$ cat config.mk
export PLATFORM = sky130hd
export DESIGN_NAME = pcol_div
export DESIGN_NICKNAME = d
export VERILOG_FILES = /design/src/rtl/pcol_pkg.sv /design/src/rtl/pcol_div.sv
export SDC_FILE = /design/constraint.sdc
export NUM_CORES = 1
export LEC_CHECK = 0
export ABC_AREA = 1
export ABC_CLOCK_PERIOD_IN_PS = 2600
export BUFFER_PORTS_ARGS = -buffer_cell sky130_fd_sc_hd__clkbuf_2
export CAP_MARGIN = 10
export CORE_MARGIN = 10
export CORE_UTILIZATION = 54
export DETAILED_ROUTE_END_ITERATION = 7
export GPL_ROUTABILITY_DRIVEN = 1
export PLACE_DENSITY = 0.85
export SYNTH_ARGS = -nofsm -noshare
export SYNTH_HDL_FRONTEND = slang
export SYNTH_SLANG_ARGS = --single-unit
$ cat constraint.sdc
create_clock -name clk -period 2.6 [get_ports clk]
set_input_delay 0.13 -clock clk [delete_from_list [all_inputs] [get_ports clk]]
set_output_delay 0.13 -clock clk [all_outputs]
set_load 0.01 [all_outputs]
$ cat src/rtl/pcol_pkg.sv
`default_nettype none
// ----------------------------------------------------------------------------
// pcol_pkg
// Shared widths and helpers for the particle pair collision block.
// ----------------------------------------------------------------------------
package pcol_pkg;

    // item field widths
    localparam int DATA_W  = 32;
    localparam int RAD_W   = 24;

    // shared multiplier operand and product widths
    localparam int MUL_W   = 34;
    localparam int PROD_W  = 64;

    // divider denominator width
    localparam int DEN_W   = 34;

    // any difference at or beyond this power of two cannot collide
    localparam int FAR_EXP = 25;
    // clamp exponent for the back-off time
    localparam int BT_EXP  = 30;

    // saturate a wide signed value to 32 bits
    function automatic logic signed [DATA_W-1:0] sat32(input logic signed [PROD_W-1:0] x);
        logic signed [DATA_W-1:0] r;
        if (x > 64'sh000000007fffffff)
            r = 32'sh7fffffff;
        else if (x < -64'sh0000000080000000)
            r = 32'sh80000000;
        else
            r = x[DATA_W-1:0];
        return r;
    endfunction

endpackage
`default_nettype wire

$ cat src/rtl/pcol_div.sv
`default_nettype none
// ----------------------------------------------------------------------------
// pcol_div
// Unsigned restoring divider, one quotient bit per cycle.
// ----------------------------------------------------------------------------
module pcol_div #(
    parameter int NUM_W = 44
) (
    input  wire logic                        clk,
    input  wire logic                        rst_n,
    input  wire logic                        start,
    input  wire logic [NUM_W-1:0]            num,
    input  wire logic [pcol_pkg::DEN_W-1:0]  den,
    output logic                             done,
    output logic [NUM_W-1:0]                 quo
);

    localparam int CNT_W = $clog2(NUM_W + 1);

    logic                        busy_reg;
    logic                        done_reg;
    logic [CNT_W-1:0]            cnt_reg;
    logic [pcol_pkg::DEN_W-1:0]  rem_reg;
    logic [pcol_pkg::DEN_W-1:0]  den_reg;
    logic [NUM_W-1:0]            shf_reg;

    logic [pcol_pkg::DEN_W:0]    trial;
    logic [pcol_pkg::DEN_W:0]    diff;
    logic                        ge;

    // trial subtract of the next partial remainder
    always_comb
    begin
        trial = {rem_reg, shf_reg[NUM_W-1]};
        diff  = trial - {1'b0, den_reg};
        ge    = (trial >= {1'b0, den_reg});
    end

    // iteration control and datapath
    always_ff @(posedge clk or negedge rst_n)
    begin
        if (!rst_n)
        begin
            busy_reg <= 1'b0;
            done_reg <= 1'b0;
            cnt_reg  <= '0;
            rem_reg  <= '0;
            den_reg  <= '0;
            shf_reg  <= '0;
        end
        else
        begin
            done_reg <= 1'b0;
            if (start)
            begin
                busy_reg <= 1'b1;
                cnt_reg  <= CNT_W'(NUM_W);
                rem_reg  <= '0;
                den_reg  <= den;
                shf_reg  <= num;
            end
            else if (busy_reg)
            begin
                rem_reg <= ge ? diff[pcol_pkg::DEN_W-1:0] : trial[pcol_pkg::DEN_W-1:0];
                shf_reg <= {shf_reg[NUM_W-2:0], ge};
                cnt_reg <= cnt_reg - 1'b1;
                if (cnt_reg == CNT_W'(1))
                begin
                    busy_reg <= 1'b0;
                    done_reg <= 1'b1;
                end
            end
        end
    end

    assign done = done_reg;
    assign quo  = shf_reg;

    // partial remainder stays below the divisor
    a_rem_bound: assert property (@(posedge clk) disable iff (!rst_n)
        (busy_reg && den_reg != '0) |-> (rem_reg < den_reg))
        else $error("divider remainder out of range");

    // done only at the end of a run
    a_done_end: assert property (@(posedge clk) disable iff (!rst_n)
        done_reg |-> ($past(busy_reg) && !busy_reg))
        else $error("divider done without a run");

    // a start always begins a run
    a_start_busy: assert property (@(posedge clk) disable iff (!rst_n)
        start |=> busy_reg)
        else $error("divider did not start");

endmodule
`default_nettype wire

==> results of run 1 <==
==> worst paths after layout <==
kind / startpoint / endpoint / cells past startpoint
setup / recovery: quo[43]$_DFFE_PN0P_ / rem_reg[30]$_DFFE_PN0P_ / 16
hold reg to reg: rem_reg[7]$_DFFE_PN0P_ / rem_reg[7]$_DFFE_PN0P_ / 2
min in group asynchronous: rst_n / den_reg[12]$_DFFE_PN0P_ / 2
hold / removal: den[1] / den_reg[1]$_DFFE_PN0P_ / 3
max in group asynchronous: rst_n / den_reg[24]$_DFFE_PN0P_ / 3
setup reg to reg: quo[43]$_DFFE_PN0P_ / rem_reg[30]$_DFFE_PN0P_ / 16
==> placed cells by master (no fill, tap or decap), types with 3 or more instances in the layout <==
master         instances
a21oi_1               22
nor2_1                43
nand3_1               66
buf_4                 11
o221ai_1              40
o21ai_0               40
clkinvlp_4             3
nor2_2                 5
nand2_1              468
inv_2                  4
dfrtp_1              120
nand3b_1              32
and2_1                 3
clkbuf_2             123
ha_1                  36
dlygate4sd3_1         77
xnor2_1                9
nor3_1                 7
inv_1                207
inv_6                  7
xor2_1                 6
clkbuf_16             17
nand4_1                4
==> logic make-up after synthesis <==
family	share of synthesized area, %
and+or+nand+nor	33.62
buffers and inverters	12.19
DFF	37.70
AOI/OAI and AO/OA	8.938
adders and majority gates	5.906
xor gates and xnor gates	1.649
==> area by class of cell <==
class,count,area (µm²)
Clock inverter,15,163.9
Clock buffer,17,425.4
Fill cell,1129,4318
Tap cell,184,230.2
Antenna cell,1,2.502
Inverter,213,803.3
Multi-Input combinational cell,797,3996
Sequential cell,120,3003
Timing Repair Buffer,214,1536
==> worst register-to-register path, cell delays in order (launching register included) <==
cell     delay, ns
dfrtp_1       0.38
inv_1         0.10
ha_1          0.15
inv_1         0.09
fa_2          0.40
nand3_1       0.10
nand3_1       0.14
nand2_1       0.09
nand2_1       0.10
nand2_1       0.09
nand2_1       0.16
nand2_1       0.16
nand3_1       0.08
nand2_1       0.08
nand2_1       0.06
nand3_1       0.07
nand2_1       0.07
==> per-stage QoR <==
stage / instances / util, % / setup slack (ns) / hold slack (ns)
after floorplan: 1167 / - / 0.5346 / -0.1656
after global placement: 1450 / 60.53 / 0.2083 / 0.2424
after detailed placement: 1450 / 60.53 / 0.1818 / 0.2499
after CTS: 1559 / 69.93 / 0.1591 / 0.008377
after global routing: 1561 / 70.18 / 0.04537 / 0.06053
final: 1561 / 70.18 / 0.1807 / 0.08063
==> timing repair <==
action / CTS / global route
endpoints found under the setup margin: 0 / 3
endpoints found under the hold margin: 132 / 0
hold buffers: 77 / 0
gates resized for setup: 0 / 2
==> report_power, final <==
group          internal, W  switching (W)  total, W  leakage (nW)
clock network      0.00143        0.00100   0.00243         0.286
registers          0.00199      0.0000755   0.00206          1.51
logic             0.000382       0.000612  0.000994          4.04
total              0.00380        0.00169   0.00549          5.84
==> per-layer routing <==
| metal | part of all wire (%) | vias up | routed length [µm] |
|---|---|---|---|
| met5 | 0 | - | 0 |
| met4 | 4.3 | 0 | 1129 |
| met3 | 9.3 | 94 | 2423 |
| met2 | 45 | 426 | 11870 |
| met1 | 41 | 3865 | 10680 |
| li1 | - | 4043 | - |
==> results_dict.tcl, run 1 <==
set metrics [dict create \
    grt_pass1_wl_um 42010 \
    overflow 0 \
    synth_seq_cells 120 \
    area_growth_syn_to_layout_pct 27.57 \
    synth_top_area_share_pct 37.70 \
    period_share_pct 93.05 \
    status "completed" \
    grt_use_total_pct 25.86 \
    clk-insertion-delay-late_ns 0.43 \
    synthTopCellsByCount "nand2_1, inv_1, dfrtp_1" \
    ctsLongestPathBuffers 2 \
    core_mm2 0.01448 \
    worstMarginPinSlew_ns 0.7694 \
    ant_nets 0 \
    power.total_w 0.005492 \
    route.vias.total 8428 \
    path_cells "inv_1 > ha_1 > inv_1 > fa_2 > nand3_1 > nand3_1 > nand2_1 > nand2_1 > nand2_1 > nand2_1 > nand2_1 > nand3_1 > nand2_1 > nand2_1 > nand3_1 > nand2_1" \
    slowest_delay_ns 0.40 \
    synth_most_common_cell "nand2_1" \
    gp_congestion 0.9907 \
    crit_top_cell "nand2_1" \
    cts_tree "built" \
    async_flop_share_pct 100.0 \
    drt-initial-drc-count 659 \
    busiest_layer "met2" \
    route.detailed.drc 0 \
    die_y_um 141.5 \
    crit_slowest_cell "fa_2" \
    post_drt_wl_per_cell_um 16.72 \
    power.density_mw_per_mm2 540.5 \
    crit_type "register to register" \
    io_pins 126 \
    rsz0062_at_grt "false" \
    final_cell_area_mm2 0.01016 \
    htreeDepth 4 \
    ir_drop_mv 0.4563 \
    fin_nets 1481 \
    relSlewSlack_pct 48.71 \
    grt_max_degree 81 \
    yosysWarnings 0 \
    synth_cells 1167 \
    setup_viol_count_final 0 \
    finalSetupTns_ns 0 \
    fp.dieW_um 141.5 \
    layout-drive-gt1-share_pct 13.52 \
    synth_nets 1285 \
    cts_setup_buffers 0 \
    antenna_found_initial 1 \
    yosys-top-cells-area "dfrtp_1, nand2_1, inv_1" \
    first_global_vias 8351 \
    crit_family "simple AND/OR/NAND/NOR gates" \
    netlist_area_mm2 0.007965 \
    r2r_slack_ns 0.18 \
    cp-start-kind "register" \
    cts_made_buffers 17 \
    hp-class "input port to register" \
    synth_flop_cell "dfrtp_1" \
    cp_data_arrival_time_ns 2.74 \
    fin_crit_ns 2.419 \
    p_leak_nw 5.842 \
    first_pass_iters 5 \
    fmax_mhz 413.3 \
    yosysSeqAreaShare_pct 37.70 \
    met3_usage_pct 7.810 \
    start_util_pct 55.01 \
    required_ns 2.92 \
    drt-total-wl_um 26100 \
    use_met1_pct 31.65 \
    rows 44 \
    synth_edf_count 0 \
    clock-sinks 120 \
    crit_path_end_kind "register" \
    synth.distinct_cells 35 \
    grt.met2_usage_pct 41.55 \
    cp_max_fo 5 \
    path_buf_inv 2 \
    drv_cap 0 \
    clk_pin_slew_ns 0.07 \
    hold_viol_final 0 \
    die_area_mm2 0.02001 \
    vias_per_cell 5.399 \
    largest_reg_flops 44 \
    port_buffers 125 \
    dpl.hpwl_um 16540 \
    slew_violations 0 \
    clock-root-buffer "clkbuf_16" \
    synth_largest_area_cell "dfrtp_1" \
    skew_ns 0.02178 \
    avgSynthCellArea_um2 6.825 \
    post_dp_cell_area_mm2 0.008765 \
]
(Power assumes the default switching activity.)
==> run 2: changes to the inputs <==
--- a/config.mk
+++ b/config.mk
@@ -6,14 +6,14 @@
 export NUM_CORES = 1
 export LEC_CHECK = 0
 export ABC_AREA = 1
-export ABC_CLOCK_PERIOD_IN_PS = 2600
+export ABC_CLOCK_PERIOD_IN_PS = 2700
 export BUFFER_PORTS_ARGS = -buffer_cell sky130_fd_sc_hd__clkbuf_2
 export CAP_MARGIN = 10
 export CORE_MARGIN = 10
 export CORE_UTILIZATION = 54
 export DETAILED_ROUTE_END_ITERATION = 7
 export GPL_ROUTABILITY_DRIVEN = 1
-export PLACE_DENSITY = 0.85
+export PLACE_DENSITY = 0.77
 export SYNTH_ARGS = -nofsm -noshare
 export SYNTH_HDL_FRONTEND = slang
 export SYNTH_SLANG_ARGS = --single-unit
==> constraint.sdc (replaced) <==
create_clock -name clk -period 2.7 [get_ports clk]
set_input_delay 0.135 -clock clk [delete_from_list [all_inputs] [get_ports clk]]
set_output_delay 0.135 -clock clk [all_outputs]
set_load 0.01 [all_outputs]
==> run 2 against run 1 <==
Compared with the run above:
- final cell count is the same
- clock skew shrank 0.011 ns
- maximum frequency shrank 1.2%
- count of clock-buffer cells in the layout is the same
- sequential cell count is the same
- first-iteration DRC count shrank 20%
- non-clock buffer count is the same
- global-route usage shrank 1.7 points
- die area is the same
- setup slack gained 0.070 ns
- core utilization grew 0.078 points
- wire length shrank 7.9%
- critical endpoint unchanged
- largest cell class unchanged
==> results_dict.tcl, run 2 (synthesized netlist as in run 1, its figures left out) <==
set metrics [dict create \
    status "completed" \
    first_pass_iters 5 \
    grt_pass1_wl_um 39990 \
    cts_setup_buffers 0 \
    drt-total-wl_um 24040 \
    reg2reg_from "quo[43]$_DFFE_PN0P_" \
    io_pins 126 \
    crit_path_end_kind "register" \
    gp_congestion 0.9770 \
    port_buffers 125 \
    fmax_mhz 408.2 \
    crit_start "quo[43]$_DFFE_PN0P_" \
    clock-sinks 120 \
    r2r-end "rem_reg[30]$_DFFE_PN0P_" \
    clk-insertion-delay-late_ns 0.43 \
    vias_per_cell 5.149 \
    r2r_slack_ns 0.25 \
    dpl.hpwl_um 15950 \
    fin_crit_ns 2.450 \
    layout-drive-gt1-share_pct 13.59 \
    htreeDepth 4 \
    antenna_found_initial 1 \
    finalSetupTns_ns 0 \
    p_leak_nw 5.835 \
    route.detailed.drc 0 \
    fin_nets 1481 \
    core_mm2 0.01448 \
    die_y_um 141.5 \
    ctsLongestPathBuffers 2 \
    post-route-util_pct 70.26 \
    skew_ns 0.01048 \
    period_share_pct 90.73 \
    cp_data_arrival_time_ns 2.75 \
    largest_reg_flops 44 \
    drt-initial-drc-count 530 \
    first_global_vias 8244 \
    drv_cap 0 \
    fillers 1196 \
    crit_type "register to register" \
    sw_frac_of_total_pct 29.08 \
    overflow 0 \
    fp.dieW_um 141.5 \
    setup.worst_path.end "rem_reg[30]$_DFFE_PN0P_" \
    required_ns 3.00 \
    clk_pin_slew_ns 0.06 \
    mostFrequentLayoutCell "nand2_1" \
    ir_drop_mv 0.4641 \
    setup_viol_count_final 0 \
    hp-class "input port to register" \
    grt_use_total_pct 24.19 \
    die_area_mm2 0.02001 \
    worstMarginPinSlew_ns 1.157 \
    hold_start "num[39]" \
    start_util_pct 55.01 \
    ant_nets 0 \
    cts_tree "built" \
    power.density_mw_per_mm2 520.7 \
    worstRegToRegCells 16 \
    clock-root-buffer "clkbuf_16" \
    hold_viol_final 0 \
    rsz0062_at_grt "false" \
    rows 44 \
    relSlewSlack_pct 22.38 \
    power.share.clock_pct 45.0 \
    cts_made_buffers 17 \
    cp-start-kind "register" \
    route.vias.total 8037 \
    seq_power_share_pct 37.4 \
    cp_max_fo 5 \
    post_drt_wl_per_cell_um 15.40 \
    mostFrequentLayoutCells "nand2_1, inv_1, clkbuf_2" \
    grt_max_degree 74 \
    combPwrFrac_pct 17.6 \
    p_switching_w 0.001540 \
    area_growth_syn_to_layout_pct 27.71 \
    slew_violations 0 \
    cell_internal_pwr_w 0.003756 \
]
-- run 2: cell types whose count changed in the layout (fill, tap and decap cells not counted), moves of 2 or more --
cell	delta
nand2_2	+2
inv_6	-2
clkinvlp_4	-3
clkinv_4	+2
nand2_1	-2
-- run 2: timing repair --
action | CTS | global route
gates resized for setup | 0 | 5
endpoints found under the hold margin | 197 | 0
hold buffers | 78 | 0
endpoints found under the setup margin | 0 | 9
-- run 2: metrics by stage --
| step | setup slack [ns] | std cells | area (µm²) | total power (W) | hold WS (ns) |
|---|---|---|---|---|---|
| final | 0.2504 | 1561 | 10170 | 0.005296 | 0.08699 |
| after global routing | 0.01854 | 1561 | 10170 | 0.005519 | 0.09410 |
| after detailed placement | 0.1602 | 1450 | 8752 | 0.002812 | -0.003311 |
| after floorplan | 0.6346 | 1167 | 7965 | 0.002515 | -0.1606 |
| after CTS | 0.1093 | 1560 | 10150 | 0.005281 | 0.03248 |
| after global placement | 0.1932 | 1450 | 8752 | 0.002800 | -0.002632 |
-- run 2: how the worst min path moves through the flow --
| stage | end | slack, ns | depth (start not counted) |
|---|---|---|---|
| global placement | den_reg[12]$_DFFE_PN0P_ | -0.003 | 1 |
| global route | quo[39]$_DFFE_PN0P_ | 0.09 | 3 |
| finish | quo[39]$_DFFE_PN0P_ | 0.09 | 3 |
| floorplan | busy_reg$_DFF_PN0_ | -0.16 | 0 |
| CTS | quo[39]$_DFFE_PN0P_ | 0.03 | 3 |
| detailed placement | rem_reg[13]$_DFFE_PN0P_ | -0.003 | 1 |
-- run 2: cell type report --
cell class              instances  area (µm²)  area share (%)
clock inverters                15       190.2           1.870
diodes                          1       2.502         0.02460
multi-input cells             797        4015           39.47
clock buffers                  17       425.4           4.182
repair buffers                214        1506           14.81
flip-flops and latches        120        3003           29.52
well taps                     184       230.2           2.263
inverters                     213       799.5           7.860
-- run 2: worst max-delay path, cell delays in order, from the launching register on --
cell	delay (ns)
dfrtp_1	0.37
inv_1	0.13
ha_1	0.16
inv_1	0.10
fa_2	0.40
nand3_1	0.12
nand3_2	0.12
nand2_1	0.09
nand2_1	0.10
nand2_1	0.11
nand2_2	0.12
nand2_1	0.14
nand3_1	0.08
nand2_1	0.08
nand2_1	0.05
nand3_1	0.08
nand2_1	0.07
-- run 2: layer usage --
metal / up-vias / track usage [%] / wire length [µm]
met5: - / 0 / 0
met3: 47 / 8.611 / 1880
met2: 273 / 40.01 / 11210
met1: 3691 / 28.75 / 10390
li1: 4026 / - / -
met4: 0 / 7.692 / 559
-- run 2: power groups by stage --
stage / clock network [W] / logic (W) / registers [W]
2_1_floorplan: 0 / 0.000491 / 0.00202
3_3_place_gp: 0 / 0.000800 / 0.00200
3_5_place_dp: 0 / 0.000810 / 0.00200
4_1_cts: 0.00240 / 0.000906 / 0.00198
5_1_grt: 0.00248 / 0.00105 / 0.00199
6_report: 0.00238 / 0.000931 / 0.00198
==> run 3: changes to the inputs <==
--- a/config.mk
+++ b/config.mk
@@ -5,7 +5,6 @@
 export SDC_FILE = /design/constraint.sdc
 export NUM_CORES = 1
 export LEC_CHECK = 0
-export ABC_AREA = 1
 export ABC_CLOCK_PERIOD_IN_PS = 2700
 export BUFFER_PORTS_ARGS = -buffer_cell sky130_fd_sc_hd__clkbuf_2
 export CAP_MARGIN = 10
==> run 3 against run 2 <==
Compared with the run above:
- wire length increased by 10%
- setup slack got worse by 0.48 ns
- hold slack improved by 0.086 ns
- the run now ends with setup timing left
- largest cell class unchanged
- final area increased by 4.6%
- via count decreased by 1.2%
- clock power increased by 4%
- register-to-register slack got worse by 0.48 ns
- synthesized area decreased by 10%
- combinational power increased to 6.8 times the previous value
- first-iteration DRC count increased by 48%
- largest power group is now combinational logic
- sequential share of layout area decreased by 1.3 points
==> results_dict.tcl, run 3 <==
set metrics [dict create \
    status "complete, but fails checks" \
    violations "setup timing" \
    crit_slowest_cell "dfrtp_1" \
    dpl.hpwl_um 13970 \
    synth_simple_gate_area_share_pct 15.52 \
    power.share.clock_pct 22.1 \
    slowest_delay_ns 0.44 \
    setup_ws_ns -0.2303 \
    vias_per_cell 6.138 \
    htreeDepth 4 \
    p_switching_w 0.004576 \
    fin_nets 1220 \
    first_pass_iters 6 \
    p_leak_nw 5.324 \
    synth_edf_count 0 \
    combPwrFrac_pct 56.0 \
    synth_most_common_cell "nand2_1" \
    grt_pass1_wl_um 36070 \
    synth_flop_cell "dfrtp_1" \
    crit_top_cell "o211ai_1" \
    mostFrequentLayoutCell "nand2_1" \
    route.vias.total 7937 \
    cts_tree "built" \
    synth.distinct_cells 58 \
    start_util_pct 54.48 \
    cts_made_buffers 17 \
    path_cells "ha_4 > buf_6 > o211ai_1 > o211ai_1 > nand2_1 > a221o_1 > a21oi_2 > nor3_1 > or3b_1 > a311oi_2" \
    grt_use_total_pct 24.27 \
    fillers 734 \
    fin_crit_ns 2.930 \
    largest_reg_flops 44 \
    required_ns 3.04 \
    overflow 0 \
    synthAdderAreaFrac_pct 6.573 \
    cell_internal_pwr_w 0.006643 \
    core_mm2 0.01314 \
    relSlewSlack_pct 40.21 \
    die_area_mm2 0.01826 \
    synth_nets 943 \
    area_growth_syn_to_layout_pct 48.65 \
    yosysSeqAreaShare_pct 41.96 \
    post_drt_wl_per_cell_um 20.49 \
    skew_ns 0.01229 \
    hp-class "input port to register" \
    power.density_mw_per_mm2 1054 \
    clock-root-buffer "clkbuf_16" \
    yosys-top-cells-area "dfrtp_1, nand2_1, o21ai_0" \
    ant_nets 0 \
    crit_path_end_kind "register" \
    synth_largest_area_cell "dfrtp_1" \
    clock-sinks 120 \
    worstMarginPinSlew_ns 0.8969 \
    synth_top_family_by_area "compound AO/OA/AOI/OAI gates" \
    finalSetupTns_ns -2.686 \
    die_y_um 135.1 \
    netlist_area_mm2 0.007157 \
    clk-insertion-delay-late_ns 0.43 \
    antenna_found_initial 0 \
    synth-compound-area-share_pct 20.49 \
    gp_congestion 0.9124 \
    cp_max_fo 4 \
    cp-start-kind "register" \
    seq_power_share_pct 21.9 \
    mostFrequentLayoutCells "nand2_1, clkbuf_2, dfrtp_1" \
    hold_viol_final 0 \
    drv_cap 0 \
    async_flop_share_pct 100.0 \
    synthTopCellsByCount "nand2_1, dfrtp_1, o21ai_0" \
    fp.dieW_um 135.1 \
    slew_violations 0 \
    grt_max_degree 84 \
    drt-total-wl_um 26500 \
    route.detailed.drc 0 \
    crit_type "register to register" \
    preCtsSetupSlack_ns -0.1729 \
    clk_pin_slew_ns 0.06 \
    first_global_vias 7276 \
    synth_top_area_share_pct 41.96 \
    ir_drop_mv 0.7440 \
    synth_seq_cells 120 \
    setup_viol_count_final 30 \
    avgSynthCellArea_um2 8.675 \
    fmax_mhz 341.3 \
    rsz0062_at_grt "true" \
    io_pins 126 \
    cp_data_arrival_time_ns 3.27 \
    period_share_pct 108.5 \
    layout-drive-gt1-share_pct 31.93 \
    yosysWarnings 0 \
    synth_cells 825 \
    ctsLongestPathBuffers 2 \
    synth-xor-area-share_pct 3.671 \
    drt-initial-drc-count 785 \
    rows 42 \
    yosys-mux-area-fraction_pct 6.311 \
    sw_frac_of_total_pct 40.79 \
    port_buffers 125 \
]
-- run 3: per-stage QoR --
step	instance area (µm²)	hold WS (ns)	power [W]	std cells	util, %
floorplan	7163	-0.1606	0.005206	825	-
global placement	8497	0.06629	0.006770	1165	64.68
detailed placement	8497	0.06331	0.006818	1165	64.68
CTS	10100	0.1399	0.009693	1280	76.91
global route	10630	0.1932	0.01164	1291	80.94
finish	10640	0.1725	0.01122	1293	80.98
-- run 3: critical path, delay by kind of cell (launching register included) --
kind / cells / cell delay (ns)
fa+ha+maj: 1 / 0.30
buf+inv: 1 / 0.11
compound gates: 5 / 1.36
simple gates: 3 / 0.61
flops: 1 / 0.44
-- run 3: area by class of cell --
class                           count  area (µm²)  area share, %
Inverter                           53       198.9          1.870
Clock inverter                     11       170.2          1.599
Clock buffer                       21       460.4          4.328
Multi-Input combinational cell    605        4313          40.54
Tap cell                          176       220.2          2.070
Antenna cell                        2       5.005        0.04704
Sequential cell                   120        3007          28.26
Timing Repair Buffer              305        2265          21.29
-- run 3: cells by family after synthesis --
| kind of cell | after synthesis |
|---|---|
| AND/OR/NAND/NOR | 261 |
| multiplexers | 45 |
| buffers and inverters | 100 |
| XOR/XNOR | 30 |
| AO/OA/AOI/OAI | 232 |
| flip-flops | 120 |
| adder cells (fa/ha/maj) | 37 |
-- run 3: worst paths after layout --
check,cells after the start,slack (ns),start,end
worst max-delay path,10,-0.23,rem_reg[2]$_DFFE_PN0P_,rem_reg[26]$_DFFE_PN0P_
worst min-delay path,3,0.17,start,den_reg[6]$_DFFE_PN0P_
worst max register to register,10,-0.23,rem_reg[2]$_DFFE_PN0P_,rem_reg[26]$_DFFE_PN0P_
worst min register to register,2,0.54,den_reg[6]$_DFFE_PN0P_,den_reg[6]$_DFFE_PN0P_
max in group asynchronous,3,1.76,rst_n,rem_reg[11]$_DFFE_PN0P_
min in group asynchronous,2,0.19,rst_n,quo[11]$_DFFE_PN0P_
-- run 3: timing repair --
action,in CTS,in global routing
pin swaps,12,50
setup endpoints to repair,23,35
endpoints found under the hold margin,145,0
hold buffers,79,0
resized for setup,26,96
gates cloned,0,2
setup buffers,4,9
-- run 3: routing by layer --
layer / GRT usage, % / up-vias / part of all wire [%]
met5: 0 / - / 0
met4: 14.89 / 0 / 7.6
met3: 5.312 / 203 / 8.0
met2: 40.18 / 564 / 49
met1: 28.12 / 3712 / 36
li1: - / 3458 / -
-- run 3: power groups by stage --
stage | registers [W] | clock network (W) | logic (W)
floorplan | 0.00239 | 0 | 0.00282
global placement | 0.00239 | 0 | 0.00438
detailed placement | 0.00240 | 0 | 0.00442
CTS | 0.00239 | 0.00245 | 0.00486
global route | 0.00248 | 0.00256 | 0.00660
finish | 0.00246 | 0.00248 | 0.00629
